[src/cspf_pkg.sv]
package cspf_pkg;

    localparam int POS_W       = 12;
    localparam int LEVEL_W     = 8;
    localparam int CMD_W       = 3;
    localparam int VAL_W       = 8;
    localparam int CFG_IDX_W   = 3;
    localparam int CFG_DATA_W  = 16;
    localparam int CFG_DELAY_W = 16;

    localparam int STEP_SIZE_DEF   = 1;
    localparam int DELAY_WIDTH_DEF = 16;

    localparam logic [POS_W-1:0]       POS_MAX          = '1;
    localparam logic [LEVEL_W-1:0]     FULL_LEVEL       = '1;
    localparam logic [POS_W-1:0]       OPEN_POS_RST     = 12'd0;
    localparam logic [POS_W-1:0]       CLOSED_POS_RST   = 12'd180;
    localparam logic [CFG_DELAY_W-1:0] SERVO_DELAY_RST  = 16'd10;
    localparam logic [CFG_DELAY_W-1:0] FADE_DELAY_RST   = 16'd5;

    typedef enum logic [CMD_W-1:0] {
        CMD_TICK    = 3'd0,
        CMD_STARTUP = 3'd1,
        CMD_SHUTTER = 3'd2,
        CMD_HALT    = 3'd3,
        CMD_LIGHT   = 3'd4,
        CMD_BRIGHT  = 3'd5
    } cmd_t;

    typedef enum logic [1:0] {
        ST_CLOSED = 2'd0,
        ST_OPEN   = 2'd1,
        ST_MOVING = 2'd2,
        ST_HALTED = 2'd3
    } status_t;

    typedef enum logic [1:0] {
        DIR_NONE    = 2'd0,
        DIR_OPENING = 2'd1,
        DIR_CLOSING = 2'd2
    } dir_t;

    typedef enum logic [CFG_IDX_W-1:0] {
        CFG_OPEN_POS      = 3'd0,
        CFG_CLOSED_POS    = 3'd1,
        CFG_SERVO_DELAY   = 3'd2,
        CFG_FADE_DELAY    = 3'd3,
        CFG_START_OPEN    = 3'd4,
        CFG_PANEL_AT_START = 3'd5
    } cfg_idx_t;

    typedef struct packed {
        logic [POS_W-1:0]       open_pos;
        logic [POS_W-1:0]       closed_pos;
        logic [CFG_DELAY_W-1:0] servo_delay;
        logic [CFG_DELAY_W-1:0] fade_delay;
        logic                   start_open;
        logic                   panel_on_at_start;
    } cfg_t;

    typedef struct packed {
        logic [POS_W-1:0]   cur_pos;
        logic [POS_W-1:0]   tgt_pos;
        status_t            status;
        dir_t               dir;
        logic               light;
        logic [LEVEL_W-1:0] chosen_level;
        logic [LEVEL_W-1:0] tgt_level;
        logic [LEVEL_W-1:0] cur_level;
    } state_t;

    typedef struct packed {
        logic swrite;
        logic pwrite;
        logic save;
    } flags_t;

endpackage

[src/cspf_step.sv]
module cspf_step
    import cspf_pkg::*;
#(
    parameter int STEP_SIZE   = STEP_SIZE_DEF,
    parameter int DELAY_WIDTH = DELAY_WIDTH_DEF
)
(
    input  state_t                 st,
    input  cfg_t                   cfg,
    input  logic [CMD_W-1:0]       cmd,
    input  logic [VAL_W-1:0]       val,
    input  logic [DELAY_WIDTH-1:0] fade_ticks,
    input  logic [DELAY_WIDTH-1:0] move_ticks,
    output state_t                 st_next,
    output logic [DELAY_WIDTH-1:0] fade_next,
    output logic [DELAY_WIDTH-1:0] move_next,
    output flags_t                 flags
);

    localparam int CMP_W = (DELAY_WIDTH > CFG_DELAY_W) ? DELAY_WIDTH : CFG_DELAY_W;
    localparam logic [DELAY_WIDTH-1:0] TICK_MAX = '1;
    localparam logic [POS_W:0]         STEP_EXT = (POS_W+1)'(STEP_SIZE);

    logic [DELAY_WIDTH-1:0] fade_inc;
    logic [DELAY_WIDTH-1:0] move_inc;
    logic                   fade_due;
    logic                   move_due;
    logic [POS_W:0]         pos_sum;
    logic [POS_W-1:0]       pos_dec;
    logic [POS_W-1:0]       pos_inc;

    // saturating elapsed-tick counters
    assign fade_inc = (fade_ticks == TICK_MAX) ? fade_ticks : fade_ticks + DELAY_WIDTH'(1);
    assign move_inc = (move_ticks == TICK_MAX) ? move_ticks : move_ticks + DELAY_WIDTH'(1);
    assign fade_due = CMP_W'(fade_inc) >= CMP_W'(cfg.fade_delay);
    assign move_due = CMP_W'(move_inc) >= CMP_W'(cfg.servo_delay);

    assign pos_sum = {1'b0, st.cur_pos} + STEP_EXT;
    assign pos_inc = (pos_sum > {1'b0, POS_MAX}) ? POS_MAX : pos_sum[POS_W-1:0];
    assign pos_dec = ({1'b0, st.cur_pos} >= STEP_EXT) ?
                     (st.cur_pos - STEP_EXT[POS_W-1:0]) : '0;

    always_comb
    begin
        st_next   = st;
        fade_next = fade_ticks;
        move_next = move_ticks;
        flags     = '0;
        case (cmd)
            CMD_TICK:
            begin
                fade_next = fade_inc;
                move_next = move_inc;
                if (fade_due)
                begin
                    if (st.cur_level < st.tgt_level)
                    begin
                        st_next.cur_level = st.cur_level + LEVEL_W'(1);
                        flags.pwrite = 1'b1;
                    end
                    else if (st.cur_level > st.tgt_level)
                    begin
                        st_next.cur_level = st.cur_level - LEVEL_W'(1);
                        flags.pwrite = 1'b1;
                    end
                    fade_next = '0;
                end
                if (st.dir != DIR_NONE && move_due)
                begin
                    if (st.cur_pos > st.tgt_pos && st.dir == DIR_OPENING)
                    begin
                        st_next.cur_pos = pos_dec;
                        flags.swrite = 1'b1;
                        if (pos_dec <= st.tgt_pos)
                        begin
                            st_next.dir    = DIR_NONE;
                            st_next.status = ST_OPEN;
                            flags.save     = 1'b1;
                        end
                    end
                    else if (st.cur_pos < st.tgt_pos && st.dir == DIR_CLOSING)
                    begin
                        st_next.cur_pos = pos_inc;
                        flags.swrite = 1'b1;
                        if (pos_inc >= st.tgt_pos)
                        begin
                            st_next.dir    = DIR_NONE;
                            st_next.status = ST_CLOSED;
                            flags.save     = 1'b1;
                            if (st.light)
                            begin
                                st_next.tgt_level = st.chosen_level;
                            end
                        end
                    end
                    else
                    begin
                        // already at or past target: just stop the motor
                        st_next.dir = DIR_NONE;
                    end
                    move_next = '0;
                end
            end
            CMD_STARTUP:
            begin
                flags.swrite = 1'b1;
                flags.pwrite = 1'b1;
                if (cfg.start_open)
                begin
                    st_next.cur_pos = cfg.open_pos;
                    st_next.status  = ST_OPEN;
                end
                else
                begin
                    st_next.cur_pos = cfg.closed_pos;
                end
                if (cfg.panel_on_at_start)
                begin
                    st_next.cur_level = FULL_LEVEL;
                    st_next.tgt_level = FULL_LEVEL;
                    st_next.light     = 1'b1;
                end
                else
                begin
                    st_next.cur_level = '0;
                end
            end
            CMD_SHUTTER:
            begin
                if (val == VAL_W'(1) && st.status != ST_OPEN)
                begin
                    st_next.dir       = DIR_OPENING;
                    st_next.status    = ST_MOVING;
                    st_next.tgt_pos   = cfg.open_pos;
                    st_next.tgt_level = '0;
                end
                else if (val == '0 && st.status != ST_CLOSED)
                begin
                    st_next.dir     = DIR_CLOSING;
                    st_next.status  = ST_MOVING;
                    st_next.tgt_pos = cfg.closed_pos;
                end
            end
            CMD_HALT:
            begin
                if (st.dir != DIR_NONE)
                begin
                    st_next.dir     = DIR_NONE;
                    st_next.status  = ST_HALTED;
                    st_next.tgt_pos = st.cur_pos;
                end
            end
            CMD_LIGHT:
            begin
                st_next.light = (val != '0);
                if (val != '0)
                begin
                    if (st.status == ST_CLOSED)
                    begin
                        st_next.tgt_level = st.chosen_level;
                    end
                end
                else
                begin
                    st_next.tgt_level = '0;
                end
            end
            CMD_BRIGHT:
            begin
                st_next.chosen_level = val;
                if (st.light && st.status == ST_CLOSED)
                begin
                    st_next.tgt_level = val;
                end
            end
            default:
            begin
                st_next = st;
            end
        endcase
    end

endmodule

[src/cover_servo_and_panel_fader_core.sv]
// A result is registered: each item passes through the input register and then the result register.
// One item per cycle while out_stall is low; the state update is a single compare/increment step
// between the input register and the result register.
// Reset (rst_n, async, active low): empty pipeline, cover closed, motor stopped, light off,
// levels and positions 0, chosen level 255, tick counters saturated, config at defaults.
module cover_servo_and_panel_fader_core
    import cspf_pkg::*;
#(
    parameter int STEP_SIZE   = STEP_SIZE_DEF,
    parameter int DELAY_WIDTH = DELAY_WIDTH_DEF
)
(
    input  logic                  clk,
    input  logic                  rst_n,

    input  logic                  in_valid,
    output logic                  in_stall,
    input  logic [CMD_W-1:0]      command,
    input  logic [VAL_W-1:0]      value,

    output logic                  out_valid,
    input  logic                  out_stall,
    output logic [POS_W-1:0]      servo_position,
    output logic                  servo_write,
    output logic [LEVEL_W-1:0]    panel_level,
    output logic                  panel_write,
    output logic [1:0]            cover_status,
    output logic [1:0]            motor_direction,
    output logic                  light_on,
    output logic                  save_request,

    input  logic                  cfg_valid,
    output logic                  cfg_ready,
    input  logic [CFG_IDX_W-1:0]  cfg_index,
    input  logic [CFG_DATA_W-1:0] cfg_data
);

    cfg_t                   cfg_reg;
    state_t                 state_reg;
    state_t                 state_next;
    logic [DELAY_WIDTH-1:0] fade_ticks_reg;
    logic [DELAY_WIDTH-1:0] fade_ticks_next;
    logic [DELAY_WIDTH-1:0] move_ticks_reg;
    logic [DELAY_WIDTH-1:0] move_ticks_next;
    flags_t                 flags_next;

    logic                   in_valid_reg;
    logic [CMD_W-1:0]       in_cmd_reg;
    logic [VAL_W-1:0]       in_val_reg;
    logic                   out_valid_reg;
    state_t                 out_state_reg;
    flags_t                 out_flags_reg;

    logic                   out_ready;
    logic                   take;
    logic                   in_xfer;

    assign out_ready = !out_valid_reg || !out_stall;
    assign take      = in_valid_reg && out_ready;
    assign in_stall  = in_valid_reg && !out_ready;
    assign in_xfer   = in_valid && !in_stall;
    assign cfg_ready = 1'b1;

    cspf_step #(
        .STEP_SIZE   (STEP_SIZE),
        .DELAY_WIDTH (DELAY_WIDTH)
    ) u_step (
        .st         (state_reg),
        .cfg        (cfg_reg),
        .cmd        (in_cmd_reg),
        .val        (in_val_reg),
        .fade_ticks (fade_ticks_reg),
        .move_ticks (move_ticks_reg),
        .st_next    (state_next),
        .fade_next  (fade_ticks_next),
        .move_next  (move_ticks_next),
        .flags      (flags_next)
    );

    always_ff @(posedge clk or negedge rst_n)
    begin
        if (!rst_n)
        begin
            cfg_reg.open_pos          <= OPEN_POS_RST;
            cfg_reg.closed_pos        <= CLOSED_POS_RST;
            cfg_reg.servo_delay       <= SERVO_DELAY_RST;
            cfg_reg.fade_delay        <= FADE_DELAY_RST;
            cfg_reg.start_open        <= 1'b0;
            cfg_reg.panel_on_at_start <= 1'b0;
        end
        else if (cfg_valid && cfg_ready)
        begin
            case (cfg_index)
                CFG_OPEN_POS:       cfg_reg.open_pos          <= cfg_data[POS_W-1:0];
                CFG_CLOSED_POS:     cfg_reg.closed_pos        <= cfg_data[POS_W-1:0];
                CFG_SERVO_DELAY:    cfg_reg.servo_delay       <= cfg_data[CFG_DELAY_W-1:0];
                CFG_FADE_DELAY:     cfg_reg.fade_delay        <= cfg_data[CFG_DELAY_W-1:0];
                CFG_START_OPEN:     cfg_reg.start_open        <= cfg_data[0];
                CFG_PANEL_AT_START: cfg_reg.panel_on_at_start <= cfg_data[0];
                default:            cfg_reg                   <= cfg_reg;
            endcase
        end
    end

    always_ff @(posedge clk or negedge rst_n)
    begin
        if (!rst_n)
        begin
            state_reg.cur_pos      <= '0;
            state_reg.tgt_pos      <= '0;
            state_reg.status       <= ST_CLOSED;
            state_reg.dir          <= DIR_NONE;
            state_reg.light        <= 1'b0;
            state_reg.chosen_level <= FULL_LEVEL;
            state_reg.tgt_level    <= '0;
            state_reg.cur_level    <= '0;
            fade_ticks_reg         <= '1;
            move_ticks_reg         <= '1;
        end
        else if (take)
        begin
            state_reg      <= state_next;
            fade_ticks_reg <= fade_ticks_next;
            move_ticks_reg <= move_ticks_next;
        end
    end

    always_ff @(posedge clk or negedge rst_n)
    begin
        if (!rst_n)
        begin
            in_valid_reg  <= 1'b0;
            out_valid_reg <= 1'b0;
        end
        else
        begin
            if (in_xfer)
            begin
                in_valid_reg <= 1'b1;
            end
            else if (take)
            begin
                in_valid_reg <= 1'b0;
            end
            if (out_ready)
            begin
                out_valid_reg <= take;
            end
        end
    end

    always_ff @(posedge clk)
    begin
        if (in_xfer)
        begin
            in_cmd_reg <= command;
            in_val_reg <= value;
        end
        if (take)
        begin
            out_state_reg <= state_next;
            out_flags_reg <= flags_next;
        end
    end

    assign out_valid       = out_valid_reg;
    assign servo_position  = out_state_reg.cur_pos;
    assign servo_write     = out_flags_reg.swrite;
    assign panel_level     = out_state_reg.cur_level;
    assign panel_write     = out_flags_reg.pwrite;
    assign cover_status    = out_state_reg.status;
    assign motor_direction = out_state_reg.dir;
    assign light_on        = out_state_reg.light;
    assign save_request    = out_flags_reg.save;

`ifndef SYNTH
    // a save pulse only comes with the motor stopped at an end position
    assert property (@(posedge clk) disable iff (!rst_n)
        (out_valid && save_request) |->
        (motor_direction == DIR_NONE &&
         (cover_status == ST_OPEN || cover_status == ST_CLOSED)))
    else $error("save request without finished move");

    // input stage only back-pressures while it holds an item
    assert property (@(posedge clk) disable iff (!rst_n)
        in_stall |-> in_valid_reg)
    else $error("stall with empty input register");

    // state moves only when an item passes into the result register
    assert property (@(posedge clk) disable iff (!rst_n)
        !take |=> ($stable(state_reg) && $stable(fade_ticks_reg) && $stable(move_ticks_reg)))
    else $error("state changed without a transfer");

    // a result is presented in the cycle after its item leaves the input stage
    assert property (@(posedge clk) disable iff (!rst_n)
        take |=> out_valid_reg)
    else $error("item lost between stages");
`endif

endmodule
[config.mk]
export PLATFORM = sky130hd
export DESIGN_NAME = cover_servo_and_panel_fader_core
export DESIGN_NICKNAME = d
export VERILOG_FILES = /design/src/cspf_pkg.sv /design/src/cspf_step.sv /design/src/cover_servo_and_panel_fader_core.sv
export SDC_FILE = /design/constraint.sdc
export NUM_CORES = 1
export LEC_CHECK = 0
export ABC_AREA = 0
export ABC_CLOCK_PERIOD_IN_PS = 5900
export BUFFER_PORTS_ARGS = -buffer_cell sky130_fd_sc_hd__buf_4
export CORE_UTILIZATION = 40
export CTS_CLUSTER_SIZE = 16
export DETAILED_ROUTE_END_ITERATION = 10
export GPL_TIMING_DRIVEN = 0
export PLACE_DENSITY = 0.52
export SYNTH_ARGS = -nofsm -noshare
export SYNTH_HDL_FRONTEND = slang
export SYNTH_SLANG_ARGS = --single-unit
[constraint.sdc]
create_clock -name clk -period 5.9 [get_ports clk]
set_input_delay 0.885 -clock clk [delete_from_list [all_inputs] [get_ports clk]]
set_output_delay 0.885 -clock clk [all_outputs]
set_load 0.02 [all_outputs]
==> run_results.csv, run 1 <==
group,metric,value,unit
critical_path,crit_path_end,"state_reg[8]",
power,power_density,351,mW/mm2
cts,cts_inserted_buffers,17,
finish,fillCellCount,2845,
yosys,yosys_warnings,0,
critical_path,r2r_start,"move_ticks_reg[4]",
sta,rsz0062_at_grt,"no",
yosys,synthFlopType,"dfrtp_1",
cts,cts_hold_buf,0,
floorplanning,ios,66,
global_route,grt_pass1_wl,54900,um
sta,setup_violations,0,
sta,max_slew.worst_pin.slew,1360,ps
finish,syn2layout_area_growth,13.7,%
floorplanning,die_h,174,um
place,dp_cells,1702,
floorplanning,coreArea,0.0289,mm2
critical_path,crit_fanout,8,
yosys,ys_seq_area_frac,0.411,
sta,slew_viol_final,0,
cts,cts_max_level,4,
critical_path,critPathLaunch,"move_ticks_reg[4]",
cts,clkSinkCount,184,
global_route,grt_pass1_vias,9518,
yosys,synth-edff-count,39,
floorplanning,fp.dieW,174,um
yosys,ys_async_sr_fraction,0.788,
power,total_power,0.00472,W
critical_path,cp.arrival,5910,ps
routing,viasPerCell,5.65,
power,leakage,5.65,nW
routing,firstDrtPassIters,5,
cts,cts_tree,"built",
critical_path,criticalPathCategory,"flop to flop",
floorplanning,dieArea,0.0302,mm2
yosys,ys_seq_elements,184,
yosys,syn_area_per_cell,9.44,um2
sta,final.setup.tns,0,ps
routing,vias,9797,
power,ir_drop,184,uV
routing,post_drt_wl_per_cell,20.0,um
sta,hold_viol,0,
routing,dr.first_iter.drc_count,790,
routing,wl,34600,um
finish,instances_no_fill,1734,
yosys,synth_area,0.0118,mm2
place,dp_hpwl,26200,um
global_route,grt_overflow,0,
critical_path,critPathRequiredTime,6220,ps
critical_path,timing.rr.end,"state_reg[8]",
finish,diodes,0,
global_route,grt_antenna_before_repair,0,
finish,nNetsFinal,1456,
yosys,syn_nets,1371,
critical_path,r2r_slack,310,ps
routing,route.detailed.drc,0,
run_status,status,"finished clean",
finish,largest_reg_flops,58,
global_route,grt_max_degree,84,
flow_run,drv_cap,0,
yosys,synth_cells,1252,
sta,fin_worst_skew,19.0,ps
critical_path,start_kind,"flop",
hold_path,hp-class,"input pin to async pin",
sta,timing.fmax,0.179,GHz
sta,period_share,0.948,
floorplanning,start_util,0.410,
critical_path,rr_worst_depth,16,
sta,period_needed,5590,ps
floorplanning,num_rows,62,
cts,clk_latency,430,ps
finish,drive_gt1_frac,0.172,
sta,max-slew-margin-rel,0.0862,
place,io_buffers,64,
critical_path,end_kind,"flop",
cts,clk_pin_slew_worst_paths,80,ps
cts,cts_buffer_depth,2,
global_route,track_usage,0.233,
cts,cts-root-buf,"clkbuf_16",
routing,drtAntennaViolNets,0,
place,routabilityCongestion,0.902,
yosys,synth_cell_types,76,
## cells in the final DEF (no fill, tap or decap), types with 8 or more instances in the layout
master / Yosys / final
inv_1: 69 / 69
nand2b_1: 12 / 12
a21boi_0: 8 / 8
a211o_1: 15 / 15
edfxtp_1: 39 / 39
o211ai_1: 11 / 11
a31oi_1: 13 / 13
mux2_2: 59 / 59
buf_4: 2 / 65
or3_1: 10 / 10
a21oi_1: 53 / 53
xor2_1: 14 / 14
clkbuf_1: 52 / 51
nor2_1: 87 / 87
nand4_1: 21 / 21
a211oi_1: 11 / 10
o21ai_0: 84 / 84
a22o_1: 29 / 29
a21o_1: 24 / 24
dfstp_2: 48 / 48
nand3_1: 29 / 29
a22oi_1: 13 / 13
or2_2: 8 / 8
ha_1: 84 / 84
nor3_1: 28 / 28
xnor2_1: 20 / 20
dfrtp_1: 97 / 97
clkbuf_16: 0 / 17
mux2i_1: 30 / 30
nor2b_1: 11 / 11
nand2_1: 139 / 139
o22ai_1: 10 / 10
and3_1: 12 / 12
## worst min-delay path by stage
stage	from	to	slack, ps	cells after the start
floorplan	fade_ticks_reg[6]	fade_ticks_reg[6]	450	2
global placement	fade_ticks_reg[6]	fade_ticks_reg[6]	470	2
detailed placement	fade_ticks_reg[6]	fade_ticks_reg[6]	470	2
CTS	rst_n	in_valid_reg	480	1
global route	rst_n	in_valid_reg	500	1
finish	rst_n	state_reg[14]	470	1
## worst max-delay path, cell delays in order, from the launching register on
cell and delay [ps]:
dfstp_2 520, clkbuf_1 260, and4_1 300, nand4_1 210
nor3_1 460, nand3_1 150, mux2_2 310, ha_1 290
o211ai_1 150, o221ai_1 400, and4b_1 260, a2bb2oi_2 450
inv_1 330, o21ai_0 240, nor4b_1 420, buf_2 350
mux2_2 370
## layout make-up
class | instances | area [um2] | area share
plain buffers | 64 | 268 | 0.0199
clock buffers | 17 | 425 | 0.0316
clock inverters | 15 | 164 | 0.0122
inverters | 69 | 259 | 0.0193
multi-input cells | 935 | 6450 | 0.480
flip-flops and latches | 184 | 4860 | 0.361
well taps | 384 | 480 | 0.0357
repair buffers | 66 | 539 | 0.0401
## synth_stat cells, drive strengths merged (4+ instances only)
master | count | share of area
a2111oi | 5 | 0.0037
a211o | 15 | 0.011
a211oi | 11 | 0.0070
a21boi | 8 | 0.0051
a21o | 24 | 0.015
a21oi | 53 | 0.022
a221oi | 4 | 0.0035
a22o | 29 | 0.021
a22oi | 13 | 0.0083
a31oi | 13 | 0.0069
and2 | 5 | 0.0029
and3 | 12 | 0.0063
and4 | 5 | 0.0037
buf | 12 | 0.0060
clkbuf | 52 | 0.017
dfrtp | 97 | 0.21
dfstp | 48 | 0.11
edfxtp | 39 | 0.099
ha | 84 | 0.089
inv | 69 | 0.022
mux2 | 59 | 0.056
mux2i | 30 | 0.025
nand2 | 139 | 0.044
nand2b | 12 | 0.0063
nand3 | 30 | 0.013
nand4 | 21 | 0.011
nor2 | 87 | 0.028
nor2b | 11 | 0.0058
nor3 | 28 | 0.012
nor3b | 4 | 0.0025
nor4 | 6 | 0.0032
o211ai | 11 | 0.0070
o21a | 7 | 0.0044
o21ai | 91 | 0.039
o221ai | 5 | 0.0037
o22a | 4 | 0.0030
o22ai | 10 | 0.0053
o31ai | 7 | 0.0044
or2 | 9 | 0.0048
or3 | 11 | 0.0062
xnor2 | 20 | 0.015
xor2 | 14 | 0.010
## routing by layer
metal  routed length [um]  track usage
met2                15600        0.365
met1                16800        0.337
met3                 1650       0.0322
met5                    0            0
met4                  539       0.0607
## metrics by stage
stage               utilization  setup WS (ps)  area [um2]  hold WS [ps]
detailed placement        0.445            147       12800           469
global route              0.466           24.1       13400           502
floorplan                     -           1540       11800           448
CTS                       0.466            376       13400           479
finish                    0.466            309       13400           472
global placement          0.443            159       12800           465
## report_power, final
group | switching, W | internal, W | leakage (nW)
sequential | 0.000189 | 0.00160 | 2.03
clock | 0.000558 | 0.000602 | 0.288
combinational | 0.00104 | 0.000727 | 3.33
## logic make-up after synthesis
group	Yosys count	share of synthesized area
flip-flops	184	0.411
AO/OA/AOI/OAI	334	0.190
buffers and inverters	133	0.0444
other	1	0.000317
adder cells (fa/ha/maj)	84	0.0889
multiplexers	89	0.0816
XOR/XNOR	34	0.0252
AND/OR/NAND/NOR	393	0.159
## timing repair
action / 4_1_cts / 5_1_grt
setup buffers: 0 / 0
setup endpoints to repair: 1 / 1
resized for setup: 1 / 1
Note: power is estimated with default switching activity, not from simulation.
==> run 2, diff against run 1 <==
--- a/config.mk
+++ b/config.mk
@@ -12,6 +12,7 @@
 export CTS_CLUSTER_SIZE = 16
 export DETAILED_ROUTE_END_ITERATION = 10
 export GPL_TIMING_DRIVEN = 0
+export MAX_ROUTING_LAYER = met4
 export PLACE_DENSITY = 0.52
 export SYNTH_ARGS = -nofsm -noshare
 export SYNTH_HDL_FRONTEND = slang
==> run 2 against run 1 <==
Against the previous run: final cell count stayed put; clock skew is 3.9 ps lower; global-route usage increased by 1.1 points; highest routed layer unchanged; routed wire length up 0.77%; sequential share of layout area rose by 0.054 points; critical path type unchanged; core utilization down 0.069 points; die area stayed put.
==> run_results.csv, run 2 (synthesized netlist as in run 1, its figures left out) <==
group,metric,value,unit
critical_path,r2r_slack,420,ps
cts,cts_max_level,4,
sta,period_share,0.929,
sta,max_slew.worst_pin.slew,1060,ps
routing,firstDrtPassIters,5,
run_status,status,"finished clean",
finish,diodes,0,
routing,viasPerCell,5.71,
critical_path,path_delay_family,"compound AO/OA/AOI/OAI gates",
critical_path,critPathSlowestCell,"o41a_1",
routing,dr.first_iter.drc_count,741,
cts,cts_hold_buf,0,
floorplanning,start_util,0.410,
critical_path,cp.arrival,5800,ps
hold_path,hp-class,"input pin to async pin",
sta,final.setup.tns,0,ps
critical_path,path_buf_inv,3,
finish,drive_gt1_frac,0.170,
cts,cts_resized,0,
cts,post_cts_buffers,0,
sta,fin_worst_skew,15.1,ps
place,io_buffers,64,
routing,wl,34900,um
finish,final_common_cell,"nand2_1",
place,dp_hpwl,26300,um
cts,clk_pin_slew_worst_paths,70,ps
power,power_density,350,mW/mm2
floorplanning,die_h,174,um
critical_path,criticalPathCategory,"flop to flop",
power,leakage,5.63,nW
critical_path,timing.rr.end,"state_reg[8]",
cts,clkSinkCount,184,
power,total_power,0.00470,W
routing,post_drt_wl_per_cell,20.1,um
cts,cts_buffer_depth,2,
routing,drtAntennaViolNets,0,
sta,max-slew-margin-rel,0.281,
finish,nNetsFinal,1456,
flow_run,drv_cap,0,
place,routabilityCongestion,0.925,
sta,hold_viol,0,
finish,largest_reg_flops,58,
finish,layout_common_cells,"139 x nand2_1, 97 x dfrtp_1, 87 x nor2_1",
floorplanning,coreArea,0.0289,mm2
floorplanning,ios,66,
critical_path,max_stage_delay,530,ps
global_route,grt_pass1_vias,9789,
global_route,grt_max_degree,87,
critical_path,rr_worst_depth,17,
finish,fillCellCount,2824,
sta,period_needed,5480,ps
floorplanning,dieArea,0.0302,mm2
floorplanning,fp.dieW,174,um
floorplanning,num_rows,62,
sta,setup_violations,0,
finish,syn2layout_area_growth,13.5,%
routing,vias,9909,
global_route,grt_pass1_wl,55600,um
critical_path,critPathRequiredTime,6220,ps
cts,clk_latency,440,ps
critical_path,crit_fanout,10,
global_route,grt_antenna_before_repair,0,
cts,cts_inserted_buffers,17,
critical_path,path_cells,"buf_6 > inv_1 > ha_1 > or4b_1 > a2111o_1 > o41a_1 > and2_1 > ha_1 > nand2b_1 > a31oi_1 > or3_1 > a31oi_1 > o311ai_0 > o21ai_0 > nor4b_1 > buf_2 > mux2_2",
sta,timing.fmax,0.183,GHz
global_route,track_usage,0.244,
cts,cts_tree,"built",
sta,rsz0062_at_grt,"no",
power,ir_drop,163,uV
global_route,grt_overflow,0,
cts,cts-root-buf,"clkbuf_16",
critical_path,end_kind,"flop",
critical_path,start_kind,"flop",
routing,route.detailed.drc,0,
critical_path,r2r_start,"state_reg[41]",
sta,slew_viol_final,0,
## run 2: cell count changes in the layout (fill, tap and decap cells not counted), moves of 2 or more
cell	delta
clkinv_8	-2
inv_6	-3
clkbuf_1	+3
inv_8	-2
## run 2: layout make-up
cell class | instances | area [um2] | share of cell area
repair buffers | 66 | 543 | 0.0405
clock buffers | 21 | 462 | 0.0344
well taps | 384 | 480 | 0.0358
clock inverters | 11 | 98.8 | 0.00736
multi-input cells | 935 | 6450 | 0.481
plain buffers | 64 | 268 | 0.0199
inverters | 69 | 259 | 0.0193
flip-flops and latches | 184 | 4860 | 0.362
## run 2: power by group
group	switching, W	internal (W)	leakage (nW)	total, W
clock network	0.000521	0.000607	0.270	0.00113
registers	0.000187	0.00160	2.03	0.00179
logic	0.00105	0.000730	3.33	0.00178
## run 2: worst max path at each step
stage	start	to	slack (ps)	cells past startpoint
2_1_floorplan	state_reg[41]	state_reg[8]	1540	17
3_5_place_dp	move_ticks_reg[4]	state_reg[8]	290	16
6_report	state_reg[41]	state_reg[8]	420	17
3_3_place_gp	move_ticks_reg[4]	state_reg[8]	210	16
5_1_grt	move_ticks_reg[4]	servo_position[0]	210	15
4_1_cts	move_ticks_reg[4]	state_reg[8]	270	16
## run 2: per-layer routing
| metal | part of all wire | track usage |
|---|---|---|
| met4 | 0.025 | 0.0859 |
| met5 | 0 | - |
| met3 | 0.052 | 0.0374 |
| met2 | 0.45 | 0.363 |
| met1 | 0.47 | 0.337 |
## run 2: through the flow
| stage | area (um2) | worst slack (ps) | cells | util | hold slack (ps) |
|---|---|---|---|---|---|
| floorplan | 11800 | 1540 | 1252 | - | 448 |
| global route | 13400 | 206 | 1734 | 0.465 | 420 |
| detailed placement | 12900 | 290 | 1702 | 0.445 | 464 |
| global placement | 12800 | 212 | 1700 | 0.443 | 470 |
| finish | 13400 | 421 | 1734 | 0.465 | 394 |
| CTS | 13400 | 265 | 1734 | 0.465 | 409 |
